==> config.mk <==
export PLATFORM = sky130hd
export DESIGN_NAME = two_fifo_strict_priority_server_top
export DESIGN_NICKNAME = d
export VERILOG_FILES = /design/src/hw/rtl/tsps_pkg.sv /design/src/hw/rtl/two_fifo_strict_priority_server_top.sv /design/src/hw/rtl/tsps_ram.sv /design/src/hw/rtl/tsps_queue.sv
export VERILOG_INCLUDE_DIRS = /design/src /design/src/hw/rtl
export SDC_FILE = /design/constraint.sdc
export NUM_CORES = 2
export LEC_CHECK = 0
export BUFFER_PORTS_ARGS = -buffer_cell sky130_fd_sc_hd__buf_2
export CAP_MARGIN = 0
export CORE_ASPECT_RATIO = 0.75
export CORE_MARGIN = 5
export CORE_UTILIZATION = 45
export CTS_CLUSTER_SIZE = 16
export DETAILED_ROUTE_END_ITERATION = 12
export GPL_ROUTABILITY_DRIVEN = 0
export PLACE_DENSITY = 0.66
export SYNTH_ARGS = -nofsm -noshare
export SYNTH_HDL_FRONTEND = slang
export SYNTH_SLANG_ARGS = --single-unit
export TNS_END_PERCENT = 20
==> constraint.sdc <==
create_clock -name i_clk -period 3.7 [get_ports i_clk]
set_input_delay 0.74 -clock i_clk [delete_from_list [all_inputs] [get_ports i_clk]]
set_output_delay 0.74 -clock i_clk [all_outputs]
set_load 0.05 [all_outputs]
==> src/hw/rtl/two_fifo_strict_priority_server_top_defines.svh <==
// Assertion macros for the two-queue strict-priority server.
`ifndef TWO_FIFO_STRICT_PRIORITY_SERVER_TOP_DEFINES_SVH
`define TWO_FIFO_STRICT_PRIORITY_SERVER_TOP_DEFINES_SVH

// Property that holds on every clock edge out of reset
`define TSPS_ASSERT_ALWAYS(label, expr, msg) \
    label: assert property (@(posedge i_clk) disable iff (!i_rst_n) (expr)) \
        else $error(msg);

// Consequent checked in the same cycle as the antecedent
`define TSPS_ASSERT_SAME(label, ante, cons, msg) \
    label: assert property (@(posedge i_clk) disable iff (!i_rst_n) (ante) |-> (cons)) \
        else $error(msg);

// Consequent checked in the cycle after the antecedent
`define TSPS_ASSERT_NEXT(label, ante, cons, msg) \
    label: assert property (@(posedge i_clk) disable iff (!i_rst_n) (ante) |=> (cons)) \
        else $error(msg);

`endif

==> src/hw/rtl/tsps_pkg.sv <==
// Shared types, codes and defaults of the two-queue strict-priority server.
`default_nettype none

package tsps_pkg;

    localparam int QUEUE_DEPTH_DEF = 64;
    localparam int ID_WIDTH_DEF    = 16;

    localparam int OP_W     = 2;
    localparam int PORT_ID_W = 16;
    localparam int OCC_W    = 7;
    localparam int LIMIT_W  = 7;
    localparam int TOTAL_W  = 32;
    localparam int CFG_IDX_W = 2;

    localparam logic [LIMIT_W-1:0] LIMIT_RESET = 7'd64;

    // Request codes
    typedef enum logic [OP_W-1:0] {
        OP_ENQ_HIGH = 2'd0,
        OP_ENQ_LOW  = 2'd1,
        OP_TICK     = 2'd2,
        OP_NONE     = 2'd3
    } t_op;

    // Result status codes
    typedef enum logic [2:0] {
        ST_HIGH_Q = 3'd0,
        ST_HIGH_D = 3'd1,
        ST_LOW_Q  = 3'd2,
        ST_LOW_D  = 3'd3,
        ST_HIGH_S = 3'd4,
        ST_LOW_S  = 3'd5,
        ST_IDLE   = 3'd6
    } t_status;

    // Configuration register indexes
    typedef enum logic [CFG_IDX_W-1:0] {
        CFG_HIGH_LIMIT = 2'd0,
        CFG_LOW_LIMIT  = 2'd1
    } t_cfg_idx;

    // Event total slots
    typedef enum logic [2:0] {
        EV_HS = 3'd0,
        EV_LS = 3'd1,
        EV_HD = 3'd2,
        EV_LD = 3'd3,
        EV_HI = 3'd4,
        EV_LI = 3'd5
    } t_event;

    localparam int EV_NUM = 6;

    // Per-queue control from the scheduler
    typedef struct packed {
        logic push;
        logic pop;
    } t_q_ctrl;

    // Saturating increment of a total
    function automatic logic [TOTAL_W-1:0] sat_inc(input logic [TOTAL_W-1:0] val,
                                                   input logic inc);
        logic [TOTAL_W-1:0] res;
        res = val;
        if (inc && (val != {TOTAL_W{1'b1}})) begin
            res = val + 1'b1;
        end
        return res;
    endfunction

endpackage

`default_nettype wire

==> src/hw/rtl/two_fifo_strict_priority_server_top.sv <==
// Top level of the two-queue strict-priority server.
`default_nettype none
`include "two_fifo_strict_priority_server_top_defines.svh"

// Takes one request per clock: busy stays low, so start may be held high every
// cycle. The result of a request accepted at one edge is on the result ports,
// with o_valid high, for exactly the following cycle; the receiver cannot stall
// it. A served identifier comes from the registered read of the queue
// memories. Queue, counter and total updates all land at the accepting edge.
// The queue memories are not cleared after reset; only entries written by an
// enqueue are ever served. Limits are written through the configuration
// channel, which is always ready.
module two_fifo_strict_priority_server_top
    import tsps_pkg::*;
#(
    parameter int QUEUE_DEPTH = QUEUE_DEPTH_DEF,
    parameter int ID_WIDTH    = ID_WIDTH_DEF
) (
    input  wire logic                  i_clk,
    input  wire logic                  i_rst_n,
    // request channel
    input  wire logic                  start,
    output logic                       busy,
    input  wire logic [OP_W-1:0]       i_operation,
    input  wire logic [PORT_ID_W-1:0]  i_item_id,
    // configuration channel
    input  wire logic                  i_cfg_valid,
    output logic                       o_cfg_ready,
    input  wire logic [CFG_IDX_W-1:0]  i_cfg_index,
    input  wire logic [LIMIT_W-1:0]    i_cfg_data,
    // result channel
    output logic                       o_valid,
    output logic [2:0]                 o_status,
    output logic [PORT_ID_W-1:0]       o_result_id,
    output logic [OCC_W-1:0]           o_high_occupancy,
    output logic [OCC_W-1:0]           o_low_occupancy,
    output logic [TOTAL_W-1:0]         o_high_served_total,
    output logic [TOTAL_W-1:0]         o_low_served_total,
    output logic [TOTAL_W-1:0]         o_high_dropped_total,
    output logic [TOTAL_W-1:0]         o_low_dropped_total,
    output logic [TOTAL_W-1:0]         o_high_idle_total,
    output logic [TOTAL_W-1:0]         o_low_idle_total
);

    localparam int CW = $clog2(QUEUE_DEPTH + 1);

    logic                 accept;
    logic [ID_WIDTH-1:0]  item_id;
    t_q_ctrl              h_ctrl;
    t_q_ctrl              l_ctrl;
    logic [CW-1:0]        h_count;
    logic [CW-1:0]        l_count;
    logic                 h_can_push;
    logic                 l_can_push;
    logic [ID_WIDTH-1:0]  h_head_id;
    logic [ID_WIDTH-1:0]  l_head_id;

    logic [LIMIT_W-1:0]   r_high_limit;
    logic [LIMIT_W-1:0]   r_low_limit;
    logic                 r_valid;
    t_status              r_status;
    t_status              n_status;
    logic [PORT_ID_W-1:0] r_id;
    logic [TOTAL_W-1:0]   r_totals [EV_NUM];
    logic [EV_NUM-1:0]    ev_inc;

    assign busy        = 1'b0;
    assign o_cfg_ready = 1'b1;
    assign accept      = start && !busy;
    assign item_id     = ID_WIDTH'(i_item_id);

    // Configuration register writes
    always_ff @(posedge i_clk) begin
        if (!i_rst_n) begin
            r_high_limit <= LIMIT_RESET;
            r_low_limit  <= LIMIT_RESET;
        end else if (i_cfg_valid && o_cfg_ready) begin
            unique case (i_cfg_index)
                CFG_HIGH_LIMIT: r_high_limit <= i_cfg_data;
                CFG_LOW_LIMIT:  r_low_limit  <= i_cfg_data;
                default: ;
            endcase
        end
    end

    // Request decode: queue controls, status and event increments
    always_comb begin
        h_ctrl   = '0;
        l_ctrl   = '0;
        n_status = ST_IDLE;
        ev_inc   = '0;
        if (accept) begin
            unique case (i_operation)
                OP_ENQ_HIGH: begin
                    h_ctrl.push = h_can_push;
                    n_status    = h_can_push ? ST_HIGH_Q : ST_HIGH_D;
                    ev_inc[EV_HD] = !h_can_push;
                end
                OP_ENQ_LOW: begin
                    l_ctrl.push = l_can_push;
                    n_status    = l_can_push ? ST_LOW_Q : ST_LOW_D;
                    ev_inc[EV_LD] = !l_can_push;
                end
                OP_TICK: begin
                    if (h_count != '0) begin
                        h_ctrl.pop    = 1'b1;
                        n_status      = ST_HIGH_S;
                        ev_inc[EV_HS] = 1'b1;
                        ev_inc[EV_LI] = 1'b1;
                    end else if (l_count != '0) begin
                        l_ctrl.pop    = 1'b1;
                        n_status      = ST_LOW_S;
                        ev_inc[EV_LS] = 1'b1;
                        ev_inc[EV_HI] = 1'b1;
                    end else begin
                        ev_inc[EV_HI] = 1'b1;
                        ev_inc[EV_LI] = 1'b1;
                    end
                end
                default: ;
            endcase
        end
    end

    // High-priority queue
    tsps_queue #(
        .QUEUE_DEPTH (QUEUE_DEPTH),
        .ID_WIDTH    (ID_WIDTH)
    ) u_high_q (
        .i_clk      (i_clk),
        .i_rst_n    (i_rst_n),
        .i_limit    (r_high_limit),
        .i_ctrl     (h_ctrl),
        .i_push_id  (item_id),
        .o_count    (h_count),
        .o_can_push (h_can_push),
        .o_head_id  (h_head_id)
    );

    // Low-priority queue
    tsps_queue #(
        .QUEUE_DEPTH (QUEUE_DEPTH),
        .ID_WIDTH    (ID_WIDTH)
    ) u_low_q (
        .i_clk      (i_clk),
        .i_rst_n    (i_rst_n),
        .i_limit    (r_low_limit),
        .i_ctrl     (l_ctrl),
        .i_push_id  (item_id),
        .o_count    (l_count),
        .o_can_push (l_can_push),
        .o_head_id  (l_head_id)
    );

    // Saturating event totals
    always_ff @(posedge i_clk) begin
        if (!i_rst_n) begin
            for (int k = 0; k < EV_NUM; k++) begin
                r_totals[k] <= '0;
            end
        end else begin
            for (int k = 0; k < EV_NUM; k++) begin
                r_totals[k] <= sat_inc(r_totals[k], ev_inc[k]);
            end
        end
    end

    // Result strobe and registered status / request id
    always_ff @(posedge i_clk) begin
        if (!i_rst_n) begin
            r_valid <= 1'b0;
        end else begin
            r_valid <= accept;
        end
    end

    always_ff @(posedge i_clk) begin
        if (accept) begin
            r_status <= n_status;
            r_id     <= PORT_ID_W'(item_id);
        end
    end

    // Result id: served ids come straight from the memory read data
    always_comb begin
        case (r_status)
            ST_HIGH_S: o_result_id = PORT_ID_W'(h_head_id);
            ST_LOW_S:  o_result_id = PORT_ID_W'(l_head_id);
            ST_IDLE:   o_result_id = '0;
            default:   o_result_id = r_id;
        endcase
    end

    assign o_valid              = r_valid;
    assign o_status             = r_status;
    assign o_high_occupancy     = OCC_W'(h_count);
    assign o_low_occupancy      = OCC_W'(l_count);
    assign o_high_served_total  = r_totals[EV_HS];
    assign o_low_served_total   = r_totals[EV_LS];
    assign o_high_dropped_total = r_totals[EV_HD];
    assign o_low_dropped_total  = r_totals[EV_LD];
    assign o_high_idle_total    = r_totals[EV_HI];
    assign o_low_idle_total     = r_totals[EV_LI];

    // Checks
    `TSPS_ASSERT_ALWAYS(a_high_bound, h_count <= CW'(QUEUE_DEPTH), "high queue over capacity")
    `TSPS_ASSERT_NEXT(a_result_follows, accept, o_valid, "accepted request gave no result")
    `TSPS_ASSERT_SAME(a_high_pop, o_valid && (r_status == ST_HIGH_S) && $past(i_rst_n), h_count == ($past(h_count) - 1'b1), "high serve did not pop")
    `TSPS_ASSERT_SAME(a_low_pop, o_valid && (r_status == ST_LOW_S) && $past(i_rst_n), (l_count == ($past(l_count) - 1'b1)) && ($past(h_count) == '0), "low served while high waiting")

endmodule

`default_nettype wire

==> src/hw/rtl/tsps_ram.sv <==
// Generic single-write, single-read RAM with registered read data.
`default_nettype none

module tsps_ram #(
    parameter int WIDTH = 16,
    parameter int DEPTH = 64
) (
    input  wire logic                     i_clk,
    input  wire logic                     i_we,
    input  wire logic [$clog2(DEPTH)-1:0] i_waddr,
    input  wire logic [WIDTH-1:0]         i_wdata,
    input  wire logic [$clog2(DEPTH)-1:0] i_raddr,
    output logic      [WIDTH-1:0]         o_rdata
);

    logic [WIDTH-1:0] r_mem [DEPTH];
    logic [WIDTH-1:0] r_rdata;

    // Write port and registered read port
    always_ff @(posedge i_clk) begin
        if (i_we) begin
            r_mem[i_waddr] <= i_wdata;
        end
        r_rdata <= r_mem[i_raddr];
    end

    assign o_rdata = r_rdata;

endmodule

`default_nettype wire

==> src/hw/rtl/tsps_queue.sv <==
// Bounded circular FIFO of identifiers: head, count, admission check and store.
`default_nettype none

module tsps_queue
    import tsps_pkg::*;
#(
    parameter int QUEUE_DEPTH = QUEUE_DEPTH_DEF,
    parameter int ID_WIDTH    = ID_WIDTH_DEF
) (
    input  wire logic                               i_clk,
    input  wire logic                               i_rst_n,
    input  wire logic [LIMIT_W-1:0]                 i_limit,
    input  wire t_q_ctrl                            i_ctrl,
    input  wire logic [ID_WIDTH-1:0]                i_push_id,
    output logic      [$clog2(QUEUE_DEPTH+1)-1:0]   o_count,
    output logic                                    o_can_push,
    output logic      [ID_WIDTH-1:0]                o_head_id
);

    localparam int AW = $clog2(QUEUE_DEPTH);
    localparam int CW = $clog2(QUEUE_DEPTH + 1);
    localparam int SW = AW + 1;
    localparam int CMPW = (CW > LIMIT_W) ? CW : LIMIT_W;

    logic [AW-1:0] r_head;
    logic [AW-1:0] n_head;
    logic [CW-1:0] r_count;
    logic [CW-1:0] n_count;
    logic [SW-1:0] tail_sum;
    logic [AW-1:0] tail_addr;

    // Admission: fewer items than both the limit and the capacity
    assign o_can_push = (r_count < CW'(QUEUE_DEPTH)) &&
                        (CMPW'(r_count) < CMPW'(i_limit));

    // Tail = head + count, wrapped once
    assign tail_sum  = SW'(r_head) + SW'(r_count);
    assign tail_addr = (tail_sum >= SW'(QUEUE_DEPTH))
                     ? AW'(tail_sum - SW'(QUEUE_DEPTH)) : AW'(tail_sum);

    // Head and count update
    always_comb begin
        n_head  = r_head;
        n_count = r_count;
        if (i_ctrl.pop) begin
            n_head  = (r_head == AW'(QUEUE_DEPTH - 1)) ? '0 : r_head + 1'b1;
            n_count = r_count - 1'b1;
        end else if (i_ctrl.push) begin
            n_count = r_count + 1'b1;
        end
    end

    always_ff @(posedge i_clk) begin
        if (!i_rst_n) begin
            r_head  <= '0;
            r_count <= '0;
        end else begin
            r_head  <= n_head;
            r_count <= n_count;
        end
    end

    // Store: write at tail, head is read every cycle
    tsps_ram #(
        .WIDTH (ID_WIDTH),
        .DEPTH (QUEUE_DEPTH)
    ) u_store (
        .i_clk   (i_clk),
        .i_we    (i_ctrl.push),
        .i_waddr (tail_addr),
        .i_wdata (i_push_id),
        .i_raddr (r_head),
        .o_rdata (o_head_id)
    );

    assign o_count = r_count;

endmodule

`default_nettype wire
; Word level (Yosys, flattened, before mapping)
; Memory sizes are Yosys's and may differ from the RTL's. A register that Yosys moved wholly into a read port is not among the register bits.
; Cells that the tools add are included.
[totals]
ff_bits = 60
ram_bits = 2240
input_bits = 31
elab_cells = 127
memories = 3
[memory_table]
columns = memory, words, word_bits, rd, rd_ports_with_merged_regs, wr, line_no
row1 = u_high_q.u_store.r_mem, 64, 16, 1, 1, 1, tsps_ram.sv:16  ; logic [WIDTH-1:0] r_mem [DEPTH];
row2 = u_low_q.u_store.r_mem, 64, 16, 1, 1, 1, tsps_ram.sv:16
row3 = r_totals, 6, 32, 6, 0, 6, two_fifo_strict_priority_server_top.sv:64  ; logic [TOTAL_W-1:0] r_totals [EV_NUM];
[op_classes]
add_sub_neg = 16
n_lt_le_gt_ge = 6
eq_ne = 14
muxes = 55
bitwise = 6
reduce_logical = 18
[op_table]
columns = cell, n
row1 = 32-bit 2-to-1 mux, 18
row2 = "32-bit by 1-bit adder with 32-bit output, second input constant", 6
row3 = "32-bit != test, second input constant", 6
row4 = 16-bit one-hot mux with 3 select lines, 1
row5 = 6-bit 2-to-1 mux, 5
row6 = 7-bit 2-to-1 mux, 4
row7 = 1-bit 2-to-1 mux, 20
row8 = 6-bit by 7-bit adder with 7-bit output, 2
row9 = "7-bit by 1-bit adder with 7-bit output, second input constant", 2
row10 = "7-bit greater-or-equal comparator, second input constant", 2
row11 = 7-bit < comparator, 2
row12 = "7-bit < comparator, second input constant", 2
row13 = 7-bit nonzero test, 2
row14 = "7-bit by 1-bit subtractor with 7-bit output, second input constant", 2
row15 = "6-bit by 1-bit adder with 6-bit output, second input constant", 2
row16 = "6-bit == test, second input constant", 2
row17 = 2-bit 2-to-1 mux, 6
row18 = "6-bit by 1-bit subtractor with 6-bit output, second input constant", 2
row19 = "3-bit == test, second input constant", 3
row20 = 3-bit one-hot mux with 3 select lines, 1
row21 = 1-bit logical AND, 8
row22 = 1-bit bitwise OR, 6
row23 = "2-bit by 1-bit == test with 1-bit output, second input constant", 2
row24 = 2-bit logical NOT, 2
row25 = other kinds (4), 7

; Depth between registers and ports, before layout
[logic_depth]
word_depth = 9
mapped_depth = 14

; By module
; A second synthesis with hierarchy kept.
[unflattened]
cells_unflattened = 5287
area_unflattened_um2 = 93920.1
[modules_own_cells]
columns = mod, instances, cells_per_inst, area_each_um2
row1 = tsps_ram, 2, 1829, 40042.2
row2 = two_fifo_strict_priority_server_top, 1, 1355, 11541.1
row3 = tsps_queue, 2, 137, 1147.4

; Least setup slack after synthesis
; No wires, ideal clock.
[synth_timing]
kind = register to register
start = register u_high_q.r_head[1]
end = memory u_high_q.u_store.r_mem[57][0] (enable)
t_arrival_ps = 3327
setup_slack_ps = -16
path_stages_with_launch = 12
path_buffers = 3
cell_sequence = dfxtp_1 clkbuf_1 clkbuf_1 clkbuf_1 inv_1 fa_1 inv_1 a21oi_1 o21bai_1 xor2_1 nand3_1 nor2_1
[synth_via]
elab_chain_cells = 3
[synth_rtl]
columns = element, line_no
row1 = "start, declared", tsps_queue.sv:25  ; logic [AW-1:0] r_head;
row2 = "start signal, assigned", tsps_queue.sv:58  ; r_head <= n_head;
row3 = 6-bit by 7-bit adder with 7-bit output (*), tsps_queue.sv:37  ; assign tail_sum = SW'(r_head) + SW'(r_count);
row4 = 6-bit by 1-bit subtractor with 6-bit output or 7-bit greater-or-equal comparator (tied branches), "tsps_queue.sv:39, tsps_queue.sv:38"
row5 = 6-bit 2-to-1 mux (*), tsps_queue.sv:39  ; ? AW'(tail_sum - SW'(QUEUE_DEPTH)) : AW'(tail_sum);
row6 = "end, declared", tsps_ram.sv:16
; Every way passes the cells marked *; elsewhere a longest branch is shown, timed or not.

; Worst setup path in the final report
[layout_timing]
start = register r_status[1] (netlist: o_status[1])
end = output o_result_id[7]
[layout_via]
elab_chain_cells = 2
[layout_rtl]
columns = element, line_no
row1 = "start, declared", two_fifo_strict_priority_server_top.sv:61  ; t_status r_status;
row2 = "start signal, assigned", two_fifo_strict_priority_server_top.sv:179  ; r_status <= n_status;
row3 = 3-bit == test, two_fifo_strict_priority_server_top.sv:186  ; case (r_status)
row4 = 16-bit one-hot mux with 3 select lines (*), two_fifo_strict_priority_server_top.sv:186
row5 = "end, declared", two_fifo_strict_priority_server_top.sv:34  ; output logic [PORT_ID_W-1:0] o_result_id,
; Marked as above.

==> metrics.txt <==
outcome finished, final reports clean; # clock sinks 2332; post-DP HPWL 151.4 mm; Yosys cell types 76; Final ANT Viol Nets 0; post-synth top area cell edfxtp_1; Max Slew Vio Count 0; largest fanout on the critical path 16; CP max stage delay 0.65 ns; DR vias 49820; Pleak 33.31 nW; top cell type's share of synthesized area 68.13%; largest net degree at the start of global routing 130; Seq cells post-synth 2332; initial antenna violation count 9; DRC viols 0; actual slew at the worst max-slew pin 1.142 ns; CTS Buf Count 213; most common cell in the netlist edfxtp_1; design area 0.1043 mm2; clk slew on worst S/H paths 0.06 ns; fin cells 8292; Site Rows 143; largest cells by area after synthesis edfxtp_1 68%, mux4_2 13%, dfxtp_1 5.8%, a22oi_1 1.3%, nor2_1 1.2%; CP Class flip-flop to output port; Longest Clk Path Bufs 3; H-tree depth 4; fraction of registers with async set/reset 0%; Final Skew 0.04847 ns; Synth Net Count 4975; MaxCap Viol Count 0; die width 529.5 um; first-pass GRT wire length 338.5 mm; clock latency on the worst-skew pair 0.85 ns; Tmin final 3.600 ns; Mapped Area 0.09110 mm2; fmax 277.8 MHz; post-synthesis sequential area ratio 73.96%; Synth top cells by count 2067 x edfxtp_1, 512 x mux4_2, 298 x nor2_1; CTS tree yes; postcts setup bufs 0; WP data arrival 2.86 ns; setup violators final 0; cell total after placement 7895; DR pass1 iterations 6; number of vias per cell 6.008; vertical die dimension 399.7 um; fin util 51.64%; IO Port Bufs 256; VDD IR max 0.4306 mV; synthesis warning total 0; hold buffers post-CTS 0; layout cells sized above 1 25.13%; Nets 5498; startpoint types flip-flop; WHS 0.2254 ns; slowest CP cell edfxtp_1; Mean Syn Cell Area 18.57 um2; EDFF count, synth 2067; DR iter-0 viols 6084; CP cell instances nand2b_1 -> buf_4 -> o21ai_0 -> buf_2; critical path required time 2.96 ns; crit end category output port; RSZ-0062 raised after global routing no; Top FF cell, synth edfxtp_1; Wirelength per Cell 28.52 um; Detailed Route WL 236.5 mm; Hold Fails Final Rpt 0; slew margin rel. 23.84%; Layout area overhead 14.51%; Final period util 97.28%; vias in the first global route 48010; Worst Hold Class primary input to flip-flop; Total Power 51.60 mW; Post-Syn Instances 4905; grt ovf 0; Tot GR Track Use 22.03%; placed cell areas 0.09768 mm2; Core Region 0.2020 mm2; Pwr per Cell Area 494.7 mW/mm2; die area 0.2116 mm2; CTS root buffer clkbuf_16; # IOs 259; Starting Density 45.10%
worst paths after layout:
check                 startpoint                             to  slack (ns)  cells past startpoint
min                i_item_id[12]  u_low_q.u_store.r_mem[43][12]        0.23                      1
max reg2reg  u_high_q.o_count[4]   u_high_q.u_store.r_mem[2][2]        0.15                      8
min reg2reg       r_totals[0][1]                 r_totals[0][1]        0.49                      2
max                  o_status[1]                 o_result_id[7]        0.10                      4
critical path, delay by kind of cell (launching register included):
kind / cells / cell delay [ns]
flip-flops: 1 / 0.65
buffers and inverters: 2 / 0.59
AO/OA/AOI/OAI: 1 / 0.49
AND/OR/NAND/NOR: 1 / 0.26
state kept, by name (all words and copies together), names as in the netlist:
name and flops:
o_status 3, o_valid 1, r_high_limit 7, r_id 16, r_low_limit 7, r_totals 192
u_high_q.o_count 7, u_high_q.r_head 6, u_high_q.u_store.o_rdata 16, u_high_q.u_store.r_mem 1024, u_low_q.o_count 7, u_low_q.r_head 6
u_low_q.u_store.o_rdata 16, u_low_q.u_store.r_mem 1024
power by group:
group          switching (mW)  leakage, nW  internal (mW)
Combinational            1.23         9.37          0.505
Sequential             0.0601         20.7           28.7
Clock                    9.63         3.21           11.5
layer usage:
layer / vias up / part of all wire, % / routed length [um] / track usage, %
met1: 25830 / 42 / 98880 / 32.21
met2: 2475 / 44 / 103300 / 31.70
met5: - / 0.0055 / 13 / 0
li1: 21140 / - / - / -
met4: 2 / 3.0 / 7149 / 6.421
met3: 369 / 11 / 27140 / 7.238
logic make-up after synthesis:
group                    share of synthesized area [%]
buffers and inverters                            1.320
XOR/XNOR                                         1.259
adder cells (fa/ha/maj)                         0.5604
other                                         0.008244
AO/OA/AOI/OAI                                    4.403
multiplexers                                     13.15
flip-flops                                       73.96
AND/OR/NAND/NOR                                  5.337
timing repair:
action                                  4_1_cts  5_1_grt
resized for setup                             1        0
endpoints found under the hold margin         0        0
endpoints found under the setup margin        2        0
through the flow:
| step | TNS (ns) | setup WS (ns) |
|---|---|---|
| floorplan | -1.990 | -0.01558 |
| global route | 0 | 0.03312 |
| global placement | -0.1479 | -0.009685 |
| detailed placement | -0.6635 | -0.03088 |
| finish | 0 | 0.1005 |
| CTS | 0 | 0.03248 |
cell usage in the layout (no fill, tap or decap), types with 44 or more instances in the layout:
cell type / Yosys / routed
a22oi_1: 160 / 160
dfxtp_1: 265 / 261
mux4_2: 512 / 512
buf_2: 16 / 240
xnor2_1: 62 / 62
a21oi_1: 84 / 84
nand4_1: 78 / 78
a22o_1: 64 / 64
buf_4: 4 / 283
a221oi_1: 64 / 64
clkbuf_1: 168 / 56
o21ai_0: 81 / 81
nor3_1: 44 / 44
xor2_1: 69 / 69
edfxtp_1: 2067 / 2067
nor2_1: 298 / 295
nand3_1: 104 / 104
nand2_1: 220 / 219
or3_1: 50 / 50
mux2i_1: 44 / 44
clkbuf_16: 0 / 215
area by class of cell:
type | count | area [um2]
clock buffers | 275 | 5645
inverters | 41 | 158.9
repair buffers | 566 | 4187
flip-flops and latches | 2332 | 67390
well taps | 2682 | 3356
clock inverters | 118 | 982.2
diodes | 4 | 10.01
fillers | 15930 | 97690
multi-input cells | 2274 | 22590
Note: power is estimated with default switching activity, not from simulation.
